$ cat src/sv/pal_pkg.sv
// ----------------------------------------------------------------------------
// pal_pkg
// Shared types and codes of the positional array list: request and result
// layouts, operation and status codes, controller to datapath signal groups.
// ----------------------------------------------------------------------------
package pal_pkg;

    localparam int PAL_CAPACITY = 128;

    typedef logic [2:0] t_func;
    localparam t_func FN_INSERT   = 3'd0;
    localparam t_func FN_DELETE   = 3'd1;
    localparam t_func FN_RETRIEVE = 3'd2;
    localparam t_func FN_SEARCH   = 3'd3;
    localparam t_func FN_CLEAR    = 3'd4;

    typedef logic [1:0] t_status;
    localparam t_status ST_OK     = 2'd0;
    localparam t_status ST_FULL   = 2'd1;
    localparam t_status ST_BADPOS = 2'd2;
    localparam t_status ST_EMPTY  = 2'd3;

    typedef struct packed {
        t_func              func;
        logic [7:0]         position;
        logic signed [31:0] value;
    } t_pal_req;

    typedef struct packed {
        t_status            status;
        logic signed [31:0] read_value;
        logic [7:0]         found_position;
        logic               found;
        logic [7:0]         count;
        logic               is_empty;
        logic               is_full;
    } t_pal_res;

    typedef struct packed {
        logic load;
        logic init;
        logic shift_up;
        logic shift_dn;
        logic flush;
        logic retrieve;
        logic scan;
        logic finish;
    } t_pal_cmd;

    typedef struct packed {
        t_func op;
        logic  req_ok;
        logic  shift_none;
        logic  walk_last;
        logic  scan_hit;
        logic  scan_end;
        logic  list_empty;
    } t_pal_sts;

endpackage

$ cat src/sv/pal_ctrl.sv
// ----------------------------------------------------------------------------
// pal_ctrl
// Controller of the positional array list: sequences decode, shift walks,
// search scan and result write-out of one transaction at a time.
// ----------------------------------------------------------------------------
module pal_ctrl (
    input  logic              i_clk,
    input  logic              i_rst_n,
    input  logic              i_start,
    input  pal_pkg::t_pal_sts i_sts,
    output pal_pkg::t_pal_cmd o_cmd,
    output logic              o_busy
);
    import pal_pkg::*;

    typedef enum logic [6:0] {
        S_IDLE     = 7'b0000001,
        S_DECODE   = 7'b0000010,
        S_SHIFT_UP = 7'b0000100,
        S_SHIFT_DN = 7'b0001000,
        S_FLUSH    = 7'b0010000,
        S_SCAN     = 7'b0100000,
        S_DONE     = 7'b1000000
    } t_state;

    t_state r_state;
    t_state n_state;

    always_ff @(posedge i_clk) begin
        if (!i_rst_n) begin
            r_state <= S_IDLE;
        end else begin
            r_state <= n_state;
        end
    end

    always_comb begin
        n_state = r_state;
        o_cmd   = '0;
        unique case (r_state)
            S_IDLE: begin
                if (i_start) begin
                    o_cmd.load = 1'b1;
                    n_state    = S_DECODE;
                end
            end
            S_DECODE: begin
                o_cmd.init = 1'b1;
                n_state    = S_DONE;
                if (i_sts.req_ok) begin
                    case (i_sts.op)
                        FN_INSERT: begin
                            if (!i_sts.shift_none) begin
                                n_state = S_SHIFT_UP;
                            end
                        end
                        FN_DELETE: begin
                            if (!i_sts.shift_none) begin
                                n_state = S_SHIFT_DN;
                            end
                        end
                        FN_RETRIEVE: begin
                            o_cmd.retrieve = 1'b1;
                        end
                        FN_SEARCH: begin
                            if (!i_sts.list_empty) begin
                                n_state = S_SCAN;
                            end
                        end
                        default: begin
                            n_state = S_DONE;
                        end
                    endcase
                end
            end
            S_SHIFT_UP: begin
                o_cmd.shift_up = 1'b1;
                if (i_sts.walk_last) begin
                    n_state = S_FLUSH;
                end
            end
            S_SHIFT_DN: begin
                o_cmd.shift_dn = 1'b1;
                if (i_sts.walk_last) begin
                    n_state = S_FLUSH;
                end
            end
            S_FLUSH: begin
                o_cmd.flush = 1'b1;
                n_state     = S_DONE;
            end
            S_SCAN: begin
                o_cmd.scan = 1'b1;
                if (i_sts.scan_hit || i_sts.scan_end) begin
                    n_state = S_DONE;
                end
            end
            S_DONE: begin
                o_cmd.finish = 1'b1;
                n_state      = S_IDLE;
            end
            default: begin
                n_state = S_IDLE;
            end
        endcase
    end

    assign o_busy = (r_state != S_IDLE);

endmodule

$ cat config.mk
export PLATFORM = sky130hd
export DESIGN_NAME = pal_ctrl
export DESIGN_NICKNAME = d
export VERILOG_FILES = /design/src/sv/pal_pkg.sv /design/src/sv/pal_ctrl.sv
export SDC_FILE = /design/constraint.sdc
export NUM_CORES = 1
export LEC_CHECK = 0
export BUFFER_PORTS_ARGS = -buffer_cell sky130_fd_sc_hd__buf_2
export CORE_UTILIZATION = 35
export CTS_BUF_LIST = sky130_fd_sc_hd__clkbuf_2 sky130_fd_sc_hd__clkbuf_4 sky130_fd_sc_hd__clkbuf_8
export CTS_CLUSTER_DIAMETER = 60
export CTS_CLUSTER_SIZE = 16
export DETAILED_ROUTE_END_ITERATION = 16
export GPL_TIMING_DRIVEN = 1
export PLACE_DENSITY = 0.68
export SYNTH_ARGS = -nofsm -noshare
export SYNTH_HDL_FRONTEND = slang
export SYNTH_SLANG_ARGS = --single-unit
$ cat constraint.sdc
create_clock -name i_clk -period 2.14 [get_ports i_clk]
set_input_delay 0.428 -clock i_clk [delete_from_list [all_inputs] [get_ports i_clk]]
set_output_delay 0.428 -clock i_clk [all_outputs]
set_load 0.01 [all_outputs]
==> flow_metrics.py <==
metrics = {
    "cells_and_area": {
        "area_growth_syn_to_layout_pct": 34.6,
        "largest_reg_flops": 7,
        "largest-register": "r_state",
        "largestRegisters": "r_state (7)",
        "antennaDiodeCount": 0,
        "drive_gt1_share_pct": 44.7,
        "nNetsFinal": 89,
        "fin_area_um2": 623,
    },
    "synth": {
        "synthTopCellsByArea": "dfxtp_1 (30%), nor4b_1 (5.7%), or4_4 (4.9%)",
        "synthTopCellsByCount": "dfxtp_1 (7), nor2_1 (5), inv_1 (4)",
        "synth_edf_count": 0,
        "yosysMostFrequentCell": "dfxtp_1",
        "yosys_warnings": 0,
        "synth_top_cell_by_area": "dfxtp_1",
        "syn_nets": 64,
        "async_flop_share_pct": 0,
        "synth_cell_types": 28,
        "yosysSeqAreaShare_pct": 30.3,
        "avgSynthCellArea_um2": 8.90,
        "ys.flop_type": "dfxtp_1",
        "netlist_instances": 52,
        "netlist_area_um2": 463,
        "ys_seq_elements": 7,
        "yosysTopAreaCellShare_pct": 30.3,
    },
    "sta": {
        "grt_setup_unrepaired": "no",
        "setup_ws_ps": 117,
        "timing.fmax_ghz": 0.494,
        "hold_violations": 0,
        "setup_tns_ps": 0,
        "worst_pin_slew_ps": 329,
        "period_needed_ps": 2020,
        "slew_headroom_pct": 77.9,
        "period_share_pct": 94.5,
        "clock_skew_ps": 7.69,
        "drv_slew": 0,
        "setup_viol": 0,
    },
    "route": {
        "drt_iter0_drc": 4,
        "viasPerCell": 5.40,
        "firstDrtPassIters": 4,
        "drc": 0,
        "dr_total_vias": 486,
        "avgRoutedWirePerCell_um": 11.9,
        "wirelength_mm": 1.07,
        "antenna_left": 0,
    },
    "power_and_ir_drop": {
        "p_per_area_nw_per_um2": 714,
        "peakVddDrop_mv": 0.307,
        "leakagePower_nw": 0.282,
    },
    "worst_setup_path": {
        "r2r-end": "r_state[0]",
        "crit_path_end_kind": "primary output",
        "startpoint_type": "flip-flop",
        "reg2regPathDepth": 4,
        "critPathLaunch": "r_state[0]",
        "worstPathMaxFanout": 5,
        "rrSetupSlack_ps": 310,
        "critPathRequiredTime_ps": 1710,
        "crit_end": "o_cmd[0]",
        "critical_path_arrival_ps": 1590,
        "crit_type": "flip-flop to primary output",
        "reg2reg_from": "r_state[0]",
    },
    "global_routing": {
        "grt_max_degree": 7,
        "track_usage_pct": 17.6,
        "grt_overflow_total": 0,
        "grt_pass1_wl_mm": 1.77,
        "antenna_found_initial": 0,
        "grt_pass1_vias": 452,
    },
    "floorplanning": {
        "dieArea_um2": 1470,
        "die_h_um": 38.4,
        "die_x_um": 38.4,
        "io_pins": 21,
        "start_util_pct": 39.5,
        "rows": 12,
        "core_um2": 1170,
    },
    "cts": {
        "cts_setup_buffers": 0,
        "cts_buffer_depth": 2,
        "cts.repair.resized": 0,
        "htree_levels": 1,
        "cts_tree": "done",
        "ctsHoldBuffers": 0,
        "clock-sinks": 7,
        "clk_pin_slew_ps": 50,
        "cts.root.buffer_cell": "clkbuf_4",
        "cts_buffers": 3,
        "clkLatencyLatePin_ps": 240,
    },
    "placed_design": {
        "postPlaceCellArea_um2": 581,
        "hpwl_um": 841,
        "place.port_buffers": 20,
        "dpl_worst_slack_ps": 333,
        "place.gp.congestion": 0.768,
    },
    "run_status": {
        "status": "completed",
    },
    "hold_path": {
        "min_path_type": "input pin to flip-flop",
    },
    "run": {
        "drv_cap": 0,
    },
}
==> critical path: stages (launching register included) <==
cell and delay, ps:
dfxtp_1 340, or4_4 580, nor4b_1 250, buf_2 180
==> layer usage <==
metal	up-vias	wire length (um)	share of wire (%)	global-route usage, %
met3	0	77	7.2	5.23
met2	20	508	48	30.5
met4	0	0	0	7.76
met5	-	0	0	0
met1	217	481	45	19.5
li1	249	-	-	-
==> worst min-delay path by stage <==
| stage | startpoint | endpoint | slack, ps | depth (start not counted) |
|---|---|---|---|---|
| 2_1_floorplan | i_sts[3] | r_state[4] | 550 | 2 |
| 3_5_place_dp | r_state[2] | r_state[2] | 620 | 1 |
| 3_3_place_gp | r_state[3] | r_state[3] | 600 | 1 |
| 5_1_grt | i_sts[3] | r_state[4] | 450 | 3 |
| 4_1_cts | i_sts[3] | r_state[4] | 440 | 3 |
| 6_report | i_sts[3] | r_state[4] | 450 | 3 |
==> layout by cell type, fill, tap and decap left out, types with 2 or more instances in the layout <==
master / netlist / final
dfxtp_1: 7 / 7
clkbuf_4: 0 / 4
nand2b_1: 2 / 2
buf_2: 0 / 20
a32o_1: 2 / 2
nand3_1: 2 / 2
inv_1: 4 / 4
nand2_1: 3 / 3
or4_4: 2 / 2
nor4b_1: 3 / 2
nor3_1: 2 / 2
nor2_1: 5 / 5
nor3b_1: 2 / 2
nand4b_1: 2 / 2
==> final cells by class <==
cell class	count	area [um2]
clock buffers	4	30.0
fillers	122	548
inverters	4	15.0
multi-input cells	41	320
flip-flops and latches	7	140
well taps	14	17.5
repair buffers	20	100
==> cells by family (layout without fill, tap and decap cells) <==
| group | Yosys count | in the layout | synth area share [%] |
|---|---|---|---|
| DFF | 7 | 7 | 30.3 |
| xor gates and xnor gates | 2 | 2 | 3.78 |
| AOI/OAI and AO/OA | 9 | 9 | 19.7 |
| buffers and inverters | 4 | 28 | 3.24 |
| and+or+nand+nor | 30 | 30 | 43.0 |
==> power breakdown <==
part	internal (mW)	switching, mW
combinational	0.0760	0.0833
clock	0.0835	0.0435
sequential	0.144	0.0152
total	0.303	0.142
==> metrics by stage <==
step           util (%)  instances  hold WS (ps)  total power, mW
6_report           53.2         90           447            0.445
5_1_grt            53.2         90           447            0.478
4_1_cts            52.1         90           444            0.447
3_5_place_dp       49.6         86           617            0.317
3_3_place_gp       49.6         86           600            0.318
2_1_floorplan         -         52           548            0.268
(Power assumes the default switching activity.)
